File: config.mk
export PLATFORM = sky130hd
export DESIGN_NAME = srt_digit_stage
export DESIGN_NICKNAME = d
export VERILOG_FILES = /design/src/design/srt_pkg.sv /design/src/design/srt_digit_stage.sv
export SDC_FILE = /design/constraint.sdc
export NUM_CORES = 1
export LEC_CHECK = 0
export ABC_AREA = 1
export BUFFER_PORTS_ARGS = -buffer_cell sky130_fd_sc_hd__buf_2
export CORE_MARGIN = 2
export CORE_UTILIZATION = 37
export DETAILED_ROUTE_END_ITERATION = 8
export PLACE_DENSITY_LB_ADDON = 0.1
export SYNTH_ARGS = -nofsm -noshare
export SYNTH_HDL_FRONTEND = slang
export SYNTH_SLANG_ARGS = --single-unit
File: constraint.sdc
create_clock -name aclk -period 7.9 [get_ports aclk]
set_input_delay 1.58 -clock aclk [delete_from_list [all_inputs] [get_ports aclk]]
set_output_delay 1.58 -clock aclk [all_outputs]
set_load 0.1 [all_outputs]
File: src/design/srt_pkg.sv
// Shared constants and pipeline types for the radix-4 SRT divider.
// No dependencies; imported by every design module and the checker.
package srt_pkg;

    localparam int OPERAND_WIDTH = 16;
    localparam int DIGIT_STEPS   = 28;
    localparam int FULL_STEPS    = 28;
    localparam int MANT_BITS     = 57;
    localparam int EXP_BITS      = 5;

    // normalised operands are scaled by 2^-OPERAND_WIDTH
    localparam int MAG_W  = OPERAND_WIDTH + 1;
    localparam int EXT_W  = OPERAND_WIDTH + 2;
    localparam int REM_W  = OPERAND_WIDTH + 4;
    localparam int CMP_W  = OPERAND_WIDTH + 5;
    localparam int LOG_W  = $clog2(OPERAND_WIDTH + 1);
    localparam int MANT_SHIFT = 2 * (FULL_STEPS - DIGIT_STEPS);

    typedef struct packed {
        logic             dbz;
        logic             nneg;
        logic [MAG_W-1:0] nmag;
        logic [MAG_W-1:0] dmag;
    } prep_t;

    typedef struct packed {
        logic                        dbz;
        logic signed [REM_W-1:0]     rem;
        logic [MAG_W-1:0]            dv;
        logic signed [MANT_BITS-1:0] acc;
        logic signed [EXP_BITS-1:0]  expo;
    } work_t;

endpackage

File: src/design/srt_digit_stage.sv
// One radix-4 SRT step: digit select in -2..2, remainder update, digit accumulate.
// One register stage. Depends on srt_pkg.
module srt_digit_stage (
    input  logic           aclk,
    input  logic           aresetn,
    input  logic           adv,
    input  logic           in_valid,
    input  srt_pkg::work_t in_work,
    output logic           out_valid,
    output srt_pkg::work_t out_work
);
    import srt_pkg::*;

    work_t work_reg, work_next;
    logic  valid_reg;

    logic                    neg;
    logic [1:0]              mag;
    logic signed [2:0]       digit;
    logic signed [CMP_W-1:0] rem_x, dv_x, dv3, a2, qdv, diff, diff4;

    always_comb begin
        rem_x = CMP_W'(in_work.rem);
        dv_x  = signed'(CMP_W'(in_work.dv));
        neg   = in_work.rem[REM_W-1];
        a2    = neg ? -(rem_x <<< 1) : (rem_x <<< 1);
        dv3   = dv_x + (dv_x <<< 1);
        if (a2 >= dv3) begin
            mag = 2'd2;
        end else if (a2 >= dv_x) begin
            mag = 2'd1;
        end else begin
            mag = 2'd0;
        end
        qdv   = (mag == 2'd2) ? (dv_x <<< 1) : ((mag == 2'd1) ? dv_x : '0);
        diff  = neg ? (rem_x + qdv) : (rem_x - qdv);
        diff4 = diff <<< 2;
        digit = neg ? -signed'({1'b0, mag}) : signed'({1'b0, mag});
        work_next.dbz  = in_work.dbz;
        work_next.rem  = diff4[REM_W-1:0];
        work_next.dv   = in_work.dv;
        work_next.acc  = (in_work.acc <<< 2) + MANT_BITS'(digit);
        work_next.expo = in_work.expo;
    end

    always_ff @(posedge aclk) begin
        if (!aresetn) begin
            valid_reg <= 1'b0;
        end else if (adv) begin
            valid_reg <= in_valid;
        end
    end

    always_ff @(posedge aclk) begin
        if (adv) begin
            work_reg <= work_next;
        end
    end

    assign out_valid = valid_reg;
    assign out_work  = work_reg;

endmodule

# == Yosys cells after proc, flatten, opt, wreduce, memory -nomap -nowiden ==
# Index checks and enable logic that the tools add are counted.
# totals
ff_bits,99
inputBits,104
out_inout_bits,101
elab_cells,23
# op_classes
addsub,6
magnitude_cmp,2
n_eq_ne,2
mux,7
# ops
cell,n
57-bit by 3-bit adder with 57-bit output,1
18-bit two-way mux,2
21-bit by 18-bit greater-or-equal comparator with 1-bit output,1
21-bit by 20-bit greater-or-equal comparator with 1-bit output,1
21-bit two-way mux,1
21-bit negator,1
17-bit by 18-bit adder with 19-bit output,1
18-bit adder,1
18-bit subtractor,1
17-bit two-way mux,1
3-bit two-way mux,1
2-bit negator with 3-bit output,1
2-bit by 1-bit == test with 1-bit output (second input constant),1
2-bit == test (second input constant),1
2-bit two-way mux,1
1-bit two-way mux,1

# == Depth between registers and ports, before layout ==
# Gate-level depths: netlist of run 1.
# logic_depth
ltp_word,10
mapped_depth,47
depth_no_buf,47

# == Worst setup path before layout of run 1 ==
# OpenSTA, ideal clock, no wires.
# synth_timing
path_kind,input -> register
from,input port in_work[62] (netlist name)
to,"register work_reg, in the netlist out_work[39] (data pin)"
arrival_ns,8.013
required_time_ns,7.640
slack_ns,-0.374
path_stages,42
path_buffers,0
path_cell_list,ha_1 -> inv_1 -> fa_1 -> o21ai_0 -> a21oi_1 -> o21bai_1 -> a21boi_0 -> nor2_1 -> a21boi_0 -> o21ai_0 -> nand3_1 -> nand2_1 -> xor2_1 -> ha_1 -> nand2_1 -> nor2_1 -> nand3_1 -> o21ai_0 -> [6 not listed] -> nand2_1 -> inv_1 -> ha_1 -> inv_1 -> fa_1 -> inv_1 -> nand3_1 -> nand2_1 -> a21oi_1 -> o21ai_1 -> a21boi_1 -> o21ai_1 -> a21oi_1 -> o21ai_1 -> nand2_1 -> nand2_1 -> a21oi_1 -> xnor2_1
# synth_rtl
element,line,source
start: declaration,srt_digit_stage.sv:8,"input srt_pkg::work_t in_work,"
end signal: assignment,srt_digit_stage.sv:56,work_reg <= work_next;
end: declaration,srt_digit_stage.sv:14,"work_t work_reg, work_next;"

==> run_results.csv, run 1 <==
group,metric,value,unit
outcome,status,"complete, no violations",
floorplanning,start_util,37.3,%
critical_path,cp.required,8.03,ns
synthesis,synth_area_leaders,"edfxtp_1 (30%), ha_1 (16%), nand2_1 (9.7%), inv_1 (6.6%), a21oi_1 (6.3%)",
timing,worst_pin_slew,0.760,ns
power,p_total,3.33,mW
place,gp_congestion,0.892,
power,ir_worst_vdd,0.000118,V
clock_network,insertion_delay,0.36,ns
critical_path,start_kind,"primary input",
clock_network,ctsHoldBuffers,0,
clock_network,clock_path_buffers,2,
timing,finalHoldViolations,0,
timing,slew_violations,0,
clock_network,clock-root-buffer,"clkbuf_16",
synthesis,synth_seq_cells,99,
synthesis,synth.distinct_cells,49,
power,p_int,1.60,mW
place,port_buffers,200,
place,hpwl,24600,µm
place,post-place-ws,-0.197,ns
global_route,grt_pass1_vias,9595,
critical_path,slowest_delay,0.37,ns
power,pwr-share-comb,63.0,%
synthesis,synthFlopType,"edfxtp_1",
hold_path,min_to,"out_valid",
cells_and_area,final_common_cell,"nand2_1",
hold_path,hp-start,"out_valid",
routing,routed-via-count,9957,
routing,finalWirelength,29500,µm
timing,min_period_over_period,93.5,%
cells_and_area,finalNetCount,1931,
routing,wl_per_cell,14.4,µm
power,p_sw_share,52.1,%
synthesis,yosys.area.top_type,"edfxtp_1",
cells_and_area,fin_area,13500,µm²
floorplanning,num_rows,60,
floorplanning,die_w,168,µm
routing,drtPass1Iterations,6,
timing,slew_headroom,49.4,%
routing,viasPerCell,4.86,
clock_network,cts_tree,"yes",
critical_path,worst_path_most_repeated_cell,"nand2_1",
critical_path,r2r_slack,7.23,ns
power,power.switching,1.73,mW
global_route,grt_max_degree,62,
hold_path,hold_depth,2,
synthesis,synth_top_area_share,29.6,%
global_route,grt_pass1_wl,46900,µm
critical_path,reg2reg_from,"out_valid",
synthesis,syn_area,9950,µm²
hold_path,min_path_type,"reg2reg",
timing,holdWs,0.562,ns
synthesis,syn_avg_cell_area,7.69,µm²
critical_path,r2r_cells,2,
global_route,grt-ovfl-total,0,
floorplanning,dieHeight,168,µm
timing,period_minus_slack,7.39,ns
critical_path,crit_fanout,13,
place,place_inst,2029,
floorplanning,io_pins,205,
timing,setup_violations,0,
critical_path,end_kind,"flop",
critical_path,cp.arrival,7.51,ns
synthesis,synthCells,1294,
global_route,grt_use_total,20.7,%
synthesis,yosys_warnings,0,
clock_network,cts-buffers-inserted,9,
critical_path,cp_slowest_cell,"fa_1",
clock_network,clk_pin_slew,0.08,ns
power,p_leak,6.69,nW
synthesis,synth_edf_count,98,
cells_and_area,stdcell_count,2047,
timing,setup_slack,0.515,ns
cells_and_area,utilization,50.5,%
floorplanning,die_area,28200,µm²
routing,drc,0,
routing,ant_nets,0,
timing,tns,0,ns
critical_path,r2r_end,"out_valid",
cells_and_area,fillers,2701,
flow_run,maxCapViolCount,0,
cells_and_area,drive_above_1_share,31.2,%
power,powerDensity,247,nW/µm²
global_route,antenna_found_initial,2,
synthesis,async_flop_share,0,%
cells_and_area,area.growth.synth_to_final,35.4,%
timing,fmax,0.135,GHz
power,p_clk_share,14.4,%
routing,drtIter0Drc,470,
timing,skew,0,ns
clock_network,cts.sinks,99,
cells_and_area,final_cell_mix,"nand2_1 (252), buf_4 (200), buf_2 (199)",
power,p_seq_share,22.6,%
clock_network,htree_levels,3,
critical_path,worstSetupPathType,"in2reg",
synthesis,synth_seq_area_share,29.8,%
place,dpl_cell_area,12900,µm²
floorplanning,core-area,26700,µm²
-- logic make-up after synthesis --
| kind of cell | Yosys count | synth area share (%) |
|---|---|---|
| AOI/OAI and AO/OA | 264 | 14.9 |
| xor gates and xnor gates | 106 | 9.33 |
| adders and majority gates | 128 | 16.3 |
| buffers and inverters | 187 | 7.35 |
| DFF | 99 | 29.8 |
| other | 1 | 0.0377 |
| and+or+nand+nor | 509 | 22.3 |
-- metal layers --
| metal | track usage [%] | wire length, µm | vias to the layer above |
|---|---|---|---|
| li1 | - | - | 5203 |
| met1 | 28.6 | 14300 | 4528 |
| met2 | 34.5 | 13600 | 206 |
| met3 | 3.20 | 1360 | 20 |
| met4 | 4.01 | 290 | 0 |
| met5 | 0 | 0 | - |
-- cell usage after synthesis, drive strengths merged, types with 2 or more instances --
cell type,count
xnor2,44
o21bai,4
nor2,147
a21boi,6
xor2,62
inv,178
a31oi,30
nand3,45
nand2,283
o31ai,5
a211oi,2
a21o,8
o2111ai,3
buf,8
nor3,7
a21oi,127
ha,125
nor4,5
o211ai,3
and3,2
o21a,3
nand4,14
fa,3
nand3b,2
and2,3
o21ai,69
edfxtp,98
-- cell type report --
type                            count  area (µm²)  area share [%]
Timing Repair Buffer              402        2560            19.0
Clock inverter                      6        73.8           0.548
Multi-Input combinational cell   1009        6540            48.6
Sequential cell                    99        2960            22.0
Tap cell                          341         427            3.17
Clock buffer                       10         229            1.70
Inverter                          178         672            4.99
Antenna cell                        2        5.00          0.0372
-- worst max path at each step --
stage / startpoint / to
after floorplan: in_work[62] / out_work[34]
after global placement: in_work[63] / out_work[38]
after detailed placement: in_work[63] / out_work[61]
after CTS: in_work[63] / out_work[61]
after global routing: in_work[63] / out_work[96]
final: in_work[64] / out_work[39]
-- repair_timing --
action	CTS	global route
setup buffers	0	0
setup endpoints to repair	0	41
gates resized for setup	0	68
-- state kept, by name (all words and copies together) (netlist names) --
register / cells
out_work: 98
out_valid: 1
-- power groups by stage --
stage,combinational [mW],sequential [mW],clock (mW)
after floorplan,0.700,1.55,0
after global placement,2.04,0.762,0
after detailed placement,2.05,0.765,0
after CTS,2.06,0.754,0.500
after global routing,2.25,0.764,0.517
final,2.10,0.752,0.480
-- worst max-delay path: cells and delay by family --
| family | cells | cell delay, ns |
|---|---|---|
| AOI/OAI and AO/OA | 16 | 2.22 |
| and+or+nand+nor | 16 | 1.41 |
| adders and majority gates | 4 | 1.16 |
| buffers and inverters | 7 | 0.91 |
| xor gates and xnor gates | 2 | 0.25 |
(Power assumes the default switching activity.)
==> run 2: changes to the inputs <==
MAX_ROUTING_LAYER = met4   (was not set)
TNS_END_PERCENT = 100   (was not set)
==> run_results.csv, run 2 (synthesis results as in run 1) <==
group,metric,value,unit
outcome,status,"complete, no violations",
floorplanning,io_pins,205,
routing,viasPerCell,4.84,
timing,skew,0,ns
floorplanning,die_area,28200,µm²
global_route,grt_max_degree,62,
cells_and_area,stdcell_count,2058,
global_route,antenna_found_initial,1,
power,p_total,3.30,mW
routing,routed-via-count,9956,
place,dpl_cell_area,13000,µm²
floorplanning,dieHeight,168,µm
routing,drtIter0Drc,484,
cells_and_area,final_common_cell,"nand2_1",
clock_network,cts-buffers-inserted,9,
clock_network,clock_path_buffers,2,
timing,fmax,0.134,GHz
critical_path,start_kind,"primary input",
global_route,grt_pass1_vias,9721,
clock_network,clk_pin_slew,0.08,ns
place,port_buffers,200,
power,powerDensity,245,nW/µm²
global_route,grt_pass1_wl,47600,µm
timing,finalHoldViolations,0,
routing,drtPass1Iterations,7,
clock_network,insertion_delay,0.36,ns
critical_path,cp_slowest_cell,"fa_2",
timing,worst_pin_slew,0.758,ns
routing,ant_nets,0,
timing,min_period_over_period,94.5,%
clock_network,clock-root-buffer,"clkbuf_16",
place,gp_congestion,0.914,
routing,drc,0,
clock_network,htree_levels,3,
timing,period_minus_slack,7.47,ns
power,p_leak,6.73,nW
global_route,grt_use_total,21.6,%
clock_network,cts.sinks,99,
timing,slew_violations,0,
floorplanning,die_w,168,µm
timing,slew_headroom,49.5,%
timing,rsz0062_at_grt,"true",
critical_path,cp.arrival,7.58,ns
timing,tns,0,ns
floorplanning,start_util,37.3,%
critical_path,worstSetupPathType,"in2reg",
flow_run,maxCapViolCount,0,
clock_network,cts_tree,"yes",
critical_path,r2r_slack,7.24,ns
cells_and_area,largest_reg_flops,98,
floorplanning,num_rows,60,
critical_path,crit_fanout,14,
critical_path,path_buf_inv,8,
floorplanning,core-area,26700,µm²
cells_and_area,final_cell_mix,"nand2_1 (256), buf_4 (213), buf_2 (199)",
routing,finalWirelength,29600,µm
critical_path,end_kind,"flop",
cells_and_area,drive_above_1_share,30.9,%
cells_and_area,fin_area,13400,µm²
critical_path,critical_path.top_delay_family,"compound AO/OA/AOI/OAI gates",
timing,holdWs,0.547,ns
place,hpwl,24600,µm
global_route,grt-ovfl-total,0,
timing,setup_violations,0,
critical_path,cp.required,8.02,ns
place,place_inst,2039,
cells_and_area,finalNetCount,1943,
cells_and_area,area.growth.synth_to_final,35.0,%
power,ir_worst_vdd,0.000122,V
routing,wl_per_cell,14.4,µm
critical_path,slowest_delay,0.36,ns
hold_path,min_path_type,"reg2reg",
## run 2: layout make-up
type,instances,area (µm²)
Clock buffer,9,225
Fill cell,2651,13200
Clock inverter,7,60.1
Timing Repair Buffer,414,2640
Antenna cell,1,2.50
Tap cell,341,427
Multi-Input combinational cell,1009,6450
Sequential cell,99,2960
Inverter,178,672
## run 2: worst register-to-register path, cell delays in order, from the launching register on
cell,delay [ns]
dfxtp_1,0.31
o21ai_0,0.16
a21oi_1,0.05
## run 2: stage by stage
stage	utilization, %	setup WS [ns]
after floorplan	-	0.00285
after global placement	48.7	-0.263
after detailed placement	48.7	-0.275
after CTS	49.7	0.0836
after global routing	50.4	-0.0306
final	50.4	0.433
## run 2: report_power, final
group | internal [mW] | switching, mW | leakage (nW)
logic | 0.615 | 1.47 | 5.62
registers | 0.729 | 0.0235 | 0.967
clock network | 0.220 | 0.237 | 0.142
total | 1.56 | 1.73 | 6.73
## run 2: final timing paths
check | start | to | depth (start not counted)
max reg2reg | out_valid | out_valid | 2
min reg2reg | out_valid | out_valid | 2
min | out_valid | out_valid | 2
max | in_work[63] | out_work[58] | 42
## run 2: layer usage
metal	vias to the layer above	routed length (µm)	track usage [%]	part of all wire, %
met4	0	367	4.73	1.2
met5	-	0	-	0
met3	21	1260	2.54	4.3
met1	4505	14500	29.4	49
li1	5226	-	-	-
met2	204	13500	34.8	46
## run 2: what timing repair did
action | CTS | global route
hold buffers | 0 | 0
endpoints found under the setup margin | 0 | 40
gates resized for setup | 0 | 51
setup buffers | 0 | 2
