### src/design/srt_pkg.sv
// Shared constants and pipeline types for the radix-4 SRT divider.
// No dependencies; imported by every design module and the checker.
package srt_pkg;

    localparam int OPERAND_WIDTH = 16;
    localparam int DIGIT_STEPS   = 28;
    localparam int FULL_STEPS    = 28;
    localparam int MANT_BITS     = 57;
    localparam int EXP_BITS      = 5;

    // normalised operands are scaled by 2^-OPERAND_WIDTH
    localparam int MAG_W  = OPERAND_WIDTH + 1;
    localparam int EXT_W  = OPERAND_WIDTH + 2;
    localparam int REM_W  = OPERAND_WIDTH + 4;
    localparam int CMP_W  = OPERAND_WIDTH + 5;
    localparam int LOG_W  = $clog2(OPERAND_WIDTH + 1);
    localparam int MANT_SHIFT = 2 * (FULL_STEPS - DIGIT_STEPS);

    typedef struct packed {
        logic             dbz;
        logic             nneg;
        logic [MAG_W-1:0] nmag;
        logic [MAG_W-1:0] dmag;
    } prep_t;

    typedef struct packed {
        logic                        dbz;
        logic signed [REM_W-1:0]     rem;
        logic [MAG_W-1:0]            dv;
        logic signed [MANT_BITS-1:0] acc;
        logic signed [EXP_BITS-1:0]  expo;
    } work_t;

endpackage

### src/design/srt_prep.sv
// Front end of the divider: sign handling, then normalisation of both operands.
// Two register stages. Depends on srt_pkg.
module srt_prep (
    input  logic                                  aclk,
    input  logic                                  aresetn,
    input  logic                                  adv,
    input  logic                                  in_valid,
    input  logic signed [srt_pkg::OPERAND_WIDTH-1:0] dividend,
    input  logic signed [srt_pkg::OPERAND_WIDTH-1:0] divisor,
    output logic                                  out_valid,
    output srt_pkg::work_t                        out_work
);
    import srt_pkg::*;

    prep_t prep_reg, prep_next;
    logic  prep_valid_reg;
    work_t work_reg, work_next;
    logic  work_valid_reg;

    function automatic logic [LOG_W-1:0] msb_index(input logic [MAG_W-1:0] mag);
        logic [LOG_W-1:0] e;
        e = '0;
        for (int k = 0; k < MAG_W; k++) begin
            if (mag[k]) begin
                e = LOG_W'(k);
            end
        end
        return e;
    endfunction

    logic signed [EXT_W-1:0] n_x, d_x, n_abs;
    logic [LOG_W-1:0]        e1, e2;
    logic [MAG_W-1:0]        n_sh, d_sh;
    logic signed [LOG_W:0]   e_diff;

    always_comb begin
        n_x = EXT_W'(dividend);
        d_x = EXT_W'(divisor);
        if (divisor[OPERAND_WIDTH-1]) begin
            n_x = -n_x;
            d_x = -d_x;
        end
        n_abs = n_x[EXT_W-1] ? -n_x : n_x;
        prep_next.dbz  = (divisor == '0);
        prep_next.nneg = n_x[EXT_W-1];
        prep_next.nmag = n_abs[MAG_W-1:0];
        prep_next.dmag = d_x[MAG_W-1:0];
    end

    always_comb begin
        e1     = msb_index(prep_reg.nmag);
        e2     = msb_index(prep_reg.dmag);
        n_sh   = prep_reg.nmag << (LOG_W'(OPERAND_WIDTH) - e1);
        d_sh   = prep_reg.dmag << (LOG_W'(OPERAND_WIDTH) - e2);
        e_diff = signed'({1'b0, e1}) - signed'({1'b0, e2});
        work_next.dbz  = prep_reg.dbz;
        work_next.rem  = prep_reg.nneg ? -signed'(REM_W'(n_sh)) : signed'(REM_W'(n_sh));
        work_next.dv   = d_sh;
        work_next.acc  = '0;
        work_next.expo = EXP_BITS'(e_diff);
    end

    always_ff @(posedge aclk) begin
        if (!aresetn) begin
            prep_valid_reg <= 1'b0;
            work_valid_reg <= 1'b0;
        end else if (adv) begin
            prep_valid_reg <= in_valid;
            work_valid_reg <= prep_valid_reg;
        end
    end

    always_ff @(posedge aclk) begin
        if (adv) begin
            prep_reg <= prep_next;
            work_reg <= work_next;
        end
    end

    assign out_valid = work_valid_reg;
    assign out_work  = work_reg;

endmodule

### config.mk
export PLATFORM = sky130hd
export DESIGN_NAME = srt_prep
export DESIGN_NICKNAME = d
export VERILOG_FILES = /design/src/design/srt_pkg.sv /design/src/design/srt_prep.sv
export SDC_FILE = /design/constraint.sdc
export NUM_CORES = 1
export LEC_CHECK = 0
export BUFFER_PORTS_ARGS = -buffer_cell sky130_fd_sc_hd__buf_4
export CORE_MARGIN = 8
export CORE_UTILIZATION = 26
export CTS_CLUSTER_DIAMETER = 80
export DETAILED_ROUTE_END_ITERATION = 16
export MAX_ROUTING_LAYER = met4
export SLEW_MARGIN = 0
export SYNTH_ARGS = -nofsm -noshare
export SYNTH_HDL_FRONTEND = slang
export SYNTH_SLANG_ARGS = --single-unit
### constraint.sdc
create_clock -name aclk -period 8.65 [get_ports aclk]
set_input_delay 0.4325 -clock aclk [delete_from_list [all_inputs] [get_ports aclk]]
set_output_delay 0.4325 -clock aclk [all_outputs]
set_load 0.1 [all_outputs]
# ---- Yosys cells after proc, flatten, opt, wreduce, memory -nomap -nowiden
# Index checks and enable logic that the tools add are counted.
dict set report word_totals {
  regBits 81
  out_inout_bits 101
}
dict set report classes {
  n_addsub 7
  shifts 2
  n_mux 36
  reduce_logical 1
}
# op n
set ops {}
lappend ops {{$mux W5} 30}
lappend ops {{$mux W17} 2}
lappend ops {{$shl A17 B5 Y17} 2}
lappend ops {{$neg A17 Y20} 1}
lappend ops {{$mux W18} 1}
lappend ops {{$neg A16 Y18} 1}
lappend ops {{$neg A16 Y17} 1}
lappend ops {{$neg A17 Y17} 1}
lappend ops {{$logic_not A16 Y1} 1}
lappend ops {{$mux W15} 1}
lappend ops {{$sub A5 B5 Y5 const A} 2}
lappend ops {{$sub A5 B5 Y5} 1}
lappend ops {{$mux W1} 2}

# ---- Depth between registers and ports, before layout
# Gate-level depths: netlist (run 1).
dict set report logic_depth {
  word_depth 20
  depth_mapped 20
  ltp_nobuf 17
}

# ---- Worst setup path before layout (run 1)
# OpenSTA, ideal clock, no wires.
dict set report synth_path {
  path_kind {register to register}
  startpoint {register prep_reg[26] (netlist bit)}
  endpoint {register work_reg, in the netlist out_work[95], data pin}
  slack_ns 4.226
  synth_period_minus_slack_ns 4.424
  arrival_ns 4.160
  stages_incl_launch_ff 19
  n_path_buf 5
  path_cell_list {edfxtp_1 > clkbuf_1 > nor2b_1 > o21ai_0 > and2_1 > clkbuf_1 > nand2_1 > inv_1 > clkbuf_1 > ha_1 > clkbuf_1 > clkbuf_1 > mux2_2 > a22oi_1 > a221oi_1 > or3_4 > nand4b_4 > o31ai_4 > xor2_1}
}
# element line
set synth_lines {}
lappend synth_lines {{start, declared} srt_prep.sv:15} ;# prep_t prep_reg, prep_next;
lappend synth_lines {{start signal, assigned} srt_prep.sv:75} ;# prep_reg <= prep_next;
lappend synth_lines {{end signal, assigned} srt_prep.sv:76} ;# work_reg <= work_next;
lappend synth_lines {{end, declared} srt_prep.sv:17} ;# work_t work_reg, work_next;

==> run_results.csv, run 1 <==
group,metric,value,unit
outcome,outcome,"finished clean",
sta,skew,0.01035,ns
setup_path,r2r-end,"out_work[94]",
clock_network,post_cts_buffers,0,
floorplanning,fp.dieW,176.5,µm
placement,gp_congestion,0.8688,
synth,synth_top_area_share,35.41,%
sta,hold_viol,0,
setup_path,crit_required,8.73,ns
layout,largest_reg_flops,43,
synth,synthArstFlopShare,0,%
setup_path,start_kind,"flop",
floorplanning,row_count,58,
floorplanning,die-area,31160,µm²
setup_path,r2r_slack,2.83,ns
placement,hpwl,13490,µm
job,max_cap_viol_count,0,
synth,synth_most_common_cell,"edfxtp_1",
grt,grt_pass1_wl,27870,µm
synth,synth_top_area_cell,"edfxtp_1",
sta,fmax,0.1719,GHz
routing,ant_nets,0,
synth,yosys-top-cells-count,"edfxtp_1, nand2_1, buf_4",
sta,min_period_over_period,67.26,%
clock_network,clkTransAtPathRegs,0.06,ns
floorplanning,io_pins,137,
floorplanning,die_h,176.5,µm
synth,ys_seq_area_share,36.01,%
setup_path,crit_type,"reg2reg",
synth,synthTopCellsByArea,"edfxtp_1, buf_4, xnor2_1, nand2_1, o21ai_0",
layout,drive_gt1_share,16.17,%
synth,synth.avg_cell_area,9.016,µm²
setup_path,critPathCaptureType,"flop",
clock_network,cts_tree,"yes",
grt,grt_pass1_vias,5442,
worst_hold_path,hold_path_class,"in2reg",
routing,drc_errors,0,
sta,slew_headroom,33.16,%
clock_network,clockBufferDepth,2,
worst_hold_path,holdPathEnd,"prep_reg[0]",
layout,fin_util,30.60,%
sta,finalSetupViolCount,0,
setup_path,crit_fanout,27,
synth,yosysWarnings,0,
clock_network,clock_latency,0.34,ns
synth,netlist_area,6699,µm²
routing,first_pass_iters,5,
pwr,power,2093,µW
grt,grt_overflow_total,0,
synth,synth_cells,743,
clock_network,root_buffer,"clkbuf_16",
routing,vias_per_cell,4.930,
routing,vias,5591,
layout,num_antenna_cells,0,
pwr,cellLeakagePower,0.002973,µW
grt,grt_max_degree,82,
routing,first_iter_violations,566,
layout,nets,845,
grt,grt_usage,11.15,%
synth,synth_ff_type,"edfxtp_1",
worst_hold_path,min_delay_path_depth,1,
clock_network,cts-hold-fix-buffers,0,
clock_network,htreeDepth,3,
floorplanning,initial_utilization,26.53,%
floorplanning,core,25250,µm²
sta,tightest_slew,1.003,ns
placement,portBuffers,79,
clock_network,clock_sinks,81,
worst_hold_path,hold_start,"divisor[0]",
sta,worst_hold_slack,0.3017,ns
setup_path,worstPathArrival,5.90,ns
sta,grt_setup_unrepaired,"false",
pwr,power_density,270.8,nW/µm²
routing,routed_wl,17450,µm
routing,wire_per_inst,15.39,µm
grt,antenna_found_initial,0,
setup_path,worstReg2RegStart,"prep_reg[33]",
clock_network,cts_resized,0,
synth,ys_seq_elements,81,
pwr,ir_worst_vdd,0.0002065,V
synth,synthDistinctLibCells,71,
sta,drv_slew,0,
setup_path,r2r_cells,14,
clock_network,cts_buffers,9,
sta,final.min_clock_period,5.818,ns
sta,fin_tns_setup,0,ns
synth,synth_edf_count,79,
layout,area_growth,15.35,%
## placed cells by master (no fill, tap or decap), types with 10 or more instances in the layout
cell type / n
nor3_1: 21
nor2_1: 52
inv_1: 29
edfxtp_1: 79
a211oi_1: 13
nand2_1: 78
mux2i_1: 15
nand3_1: 13
o21ai_0: 48
xnor2_1: 41
a31oi_1: 11
and3_1: 11
nand2b_1: 10
buf_4: 82
conb_1: 58
xor2_1: 18
o31ai_1: 17
a21oi_1: 42
nor2b_1: 14
## layer usage
metal  wire length [µm]  global-route usage, %
met2               7577                  16.52
met4                266                  3.257
met1               8373                  14.92
met5                  0                      -
met3               1234                  2.564
## worst max-delay path, cell delays in order, from the launching register on
cell and delay (ns):
edfxtp_1 0.58, nor3_1 0.33, o21ai_0 0.20, a21o_1 0.30, nand2_1 0.51, inv_1 0.37, ha_1 0.98, mux2i_1 0.55
o31ai_1 0.14, o21a_1 0.17, o311a_1 0.38, or3_4 0.39, nand4b_4 0.25, o31ai_2 0.28, xor2_1 0.09
## stage by stage
step,cells,instance area [µm²],worst slack (ns)
finish,1134,7727,2.832
global route,1134,7727,2.352
CTS,1134,7727,2.892
detailed placement,1118,7378,2.929
global placement,1118,7378,2.985
floorplan,800,6913,4.226
## power by group
| part | leakage [µW] | total, µW | internal (µW) | switching (µW) |
|---|---|---|---|---|
| sequential | 0.000805 | 574 | 522 | 52.0 |
| combinational | 0.00200 | 1070 | 285 | 787 |
| clock | 0.000167 | 447 | 285 | 163 |
## cells by family (layout without fill, tap and decap cells)
kind of cell	Yosys count	in the layout	synth area share, %
xor gates and xnor gates	59	59	7.714
adders and majority gates	10	10	1.980
muxes	31	31	6.444
and+or+nand+nor	237	237	17.44
DFF	81	81	36.01
other	1	58	0.05598
AOI/OAI and AO/OA	200	200	20.10
buffers and inverters	124	128	10.25
## final cells by class
class / instances / area (µm²)
multi-input cells: 595 / 3825
fillers: 2655 / 17530
repair buffers: 82 / 615.6
well taps: 330 / 412.9
clock buffers: 9 / 225.2
flip-flops and latches: 81 / 2412
inverters: 30 / 112.6
clock inverters: 7 / 123.9
## worst max-delay path by stage
stage	startpoint	endpoint	depth (start not counted)
final	prep_reg[33]	out_work[94]	14
after global routing	prep_reg[33]	out_work[93]	16
after CTS	prep_reg[33]	out_work[94]	14
after detailed placement	prep_reg[33]	out_work[94]	14
after global placement	prep_reg[33]	out_work[94]	16
after floorplan	prep_reg[26]	out_work[95]	18
Power figures use the tool's default switching activity.
==> inputs of run 2 (changes only) <==
ABC_AREA = 1   (was default)
clock period = 6.05 ns   (was 8.65 ns; I/O delays follow)
==> run 2 against run 1 <==
  * Maximum frequency increased by 41%
  * Sequential share of layout area rose by 0.73 points
  * Largest power group unchanged
  * Critical endpoint is now out_work[91]
  * Synthesized area shrank 1.5%
  * Cell count is 11% higher
  * Final area shrank 2.3%
  * Non-clock buffer count shrank 3
==> run_results.csv, run 2 <==
group,metric,value,unit
outcome,outcome,"finished clean",
pwr,ir_worst_vdd,0.0002023,V
sta,drv_slew,0,
layout,finalNonFillerCells,1256,
layout,drive_gt1_share,18.14,%
clock_network,clock_sinks,81,
synth,yosysWarnings,0,
clock_network,post_cts_buffers,0,
placement,hpwl,12440,µm
synth,synth_cells,853,
setup_path,crit_type,"reg2reg",
setup_path,critPathCaptureType,"flop",
floorplanning,die_h,175.3,µm
placement,place_ws,1.921,ns
floorplanning,io_pins,137,
pwr,cellLeakagePower,0.003413,µW
synth,synth.avg_cell_area,7.733,µm²
placement,place_inst,1240,
layout,layout_common_cells,"nand2_1, inv_1",
sta,fin_tns_setup,0,ns
grt,grt_usage,9.948,%
synth,ys_seq_area_share,36.57,%
clock_network,cts_resized,0,
setup_path,crit_slowest_cell,"ha_1",
setup_path,path_buf_inv,6,
routing,routed_wl,15190,µm
placement,gp_congestion,0.8690,
routing,first_pass_iters,5,
layout,largest_reg_flops,43,
clock_network,clock_latency,0.33,ns
routing,first_iter_violations,318,
sta,fmax,0.2417,GHz
synth,synth_top_area_cell,"edfxtp_1",
sta,skew,0.006846,ns
worst_hold_path,hold_path_class,"in2reg",
synth,ys_seq_elements,81,
layout,area_growth,14.47,%
layout,layout_commonest_cell,"nand2_1",
setup_path,critical_path.max_stage_delay,0.55,ns
setup_path,crit_fanout,21,
routing,vias_per_cell,4.270,
clock_network,clockBufferDepth,2,
synth,synth_most_common_cell,"nand2_1",
clock_network,cts_buffers,9,
grt,antenna_found_initial,0,
clock_network,htreeDepth,3,
routing,vias,5363,
synth,synthTopCellsByArea,"edfxtp_1, nand2_1, buf_4, nand3_1, xor2_1",
synth,synth_top_area_share,35.96,%
layout,fill_cells,2695,
synth,synth_edf_count,79,
sta,final.min_clock_period,4.138,ns
floorplanning,initial_utilization,26.35,%
setup_path,path_delay_family,"simple AND/OR/NAND/NOR gates",
clock_network,clkTransAtPathRegs,0.06,ns
floorplanning,core,25040,µm²
routing,ant_nets,0,
routing,drc_errors,0,
sta,tightest_slew,0.9787,ns
setup_path,crit_top_cell,"nand2_1",
sta,min_period_over_period,68.39,%
layout,nets,967,
pwr,power_density,348.1,nW/µm²
synth,yosys-top-cells-count,"nand2_1, inv_1, edfxtp_1, nand3_1, nor2_1",
clock_network,root_buffer,"clkbuf_16",
grt,grt_max_degree,83,
sta,hold_viol,0,
placement,portBuffers,79,
setup_path,start_kind,"flop",
synth,synth_ff_type,"edfxtp_1",
job,max_cap_viol_count,0,
routing,wire_per_inst,12.09,µm
synth,synthArstFlopShare,0,%
clock_network,cts-hold-fix-buffers,0,
grt,grt_overflow_total,0,
floorplanning,die-area,30720,µm²
setup_path,crit_required,6.14,ns
floorplanning,row_count,58,
grt,grt_pass1_wl,24570,µm
sta,finalSetupViolCount,0,
clock_network,cts_tree,"yes",
layout,fin_util,30.16,%
layout,num_antenna_cells,0,
floorplanning,fp.dieW,175.3,µm
sta,setup_ws,1.912,ns
sta,slew_headroom,34.75,%
grt,grt_pass1_vias,5117,
synth,synthDistinctLibCells,49,
sta,grt_setup_unrepaired,"false",
setup_path,worstPathArrival,4.22,ns
synth,netlist_area,6596,µm²
[run 2: cell types whose count changed after synthesis, moves of 14 or more]
cell and delta:
xnor2_1 -28, nand2_2 +21, mux2i_1 -15, nand2_1 +110, nor2b_1 -14, a21oi_1 -31, clkbuf_1 -27, inv_1 +53
nand3_1 +66, nor2_1 +27, xor2_1 +25
[run 2: final cells by class]
class,instances,area (µm²),area share [%]
sequential,81,2412,31.95
inverter,100,377.9,5.004
clock buffer,11,232.7,3.082
clock inverter,5,55.05,0.7291
tap,330,412.9,5.468
timing repair buffer,79,593.1,7.854
multi-input combinational,650,3467,45.92
[run 2: worst paths after layout]
check	end	cells after the start	slack (ns)	startpoint
hold / removal	prep_reg[0]	1	0.16	divisor[0]
setup reg to reg	out_work[91]	29	1.91	prep_reg[19]
setup / recovery	out_work[91]	29	1.91	prep_reg[19]
hold reg to reg	out_work[99]	0	0.46	prep_reg[35]
[run 2: layer usage]
| layer | up-vias | global-route usage (%) | wire length (µm) |
|---|---|---|---|
| met5 | - | - | 0 |
| met4 | 0 | 2.649 | 142 |
| met3 | 8 | 2.770 | 966 |
| met2 | 157 | 15.20 | 6531 |
| met1 | 2383 | 12.78 | 7548 |
| li1 | 2815 | - | - |
[run 2: kinds of logic (layout without fill, tap and decap cells)]
logic type,after synthesis,in the layout,share of synthesized area (%)
and+or+nand+nor,435,435,31.75
buffers and inverters,179,195,14.11
AOI/OAI and AO/OA,91,91,8.062
DFF,81,81,36.57
xor gates and xnor gates,56,56,7.436
adders and majority gates,10,10,2.011
other,1,58,0.05685
[run 2: per-stage QoR]
step / hold slack, ns / cell area (µm²) / power [µW]
final: 0.1626 / 7551 / 2628
after detailed placement: 0.4765 / 7263 / 2109
after floorplan: 0.4003 / 6810 / 1898
after global routing: 0.1469 / 7551 / 2783
after global placement: 0.4733 / 7263 / 2100
after CTS: 0.1493 / 7551 / 2649
[run 2: report_power, final]
part	total [µW]	switching, µW	internal (µW)
logic	1320	1020	301
clock network	534	214	319
registers	775	43.5	732
total	2630	1280	1350
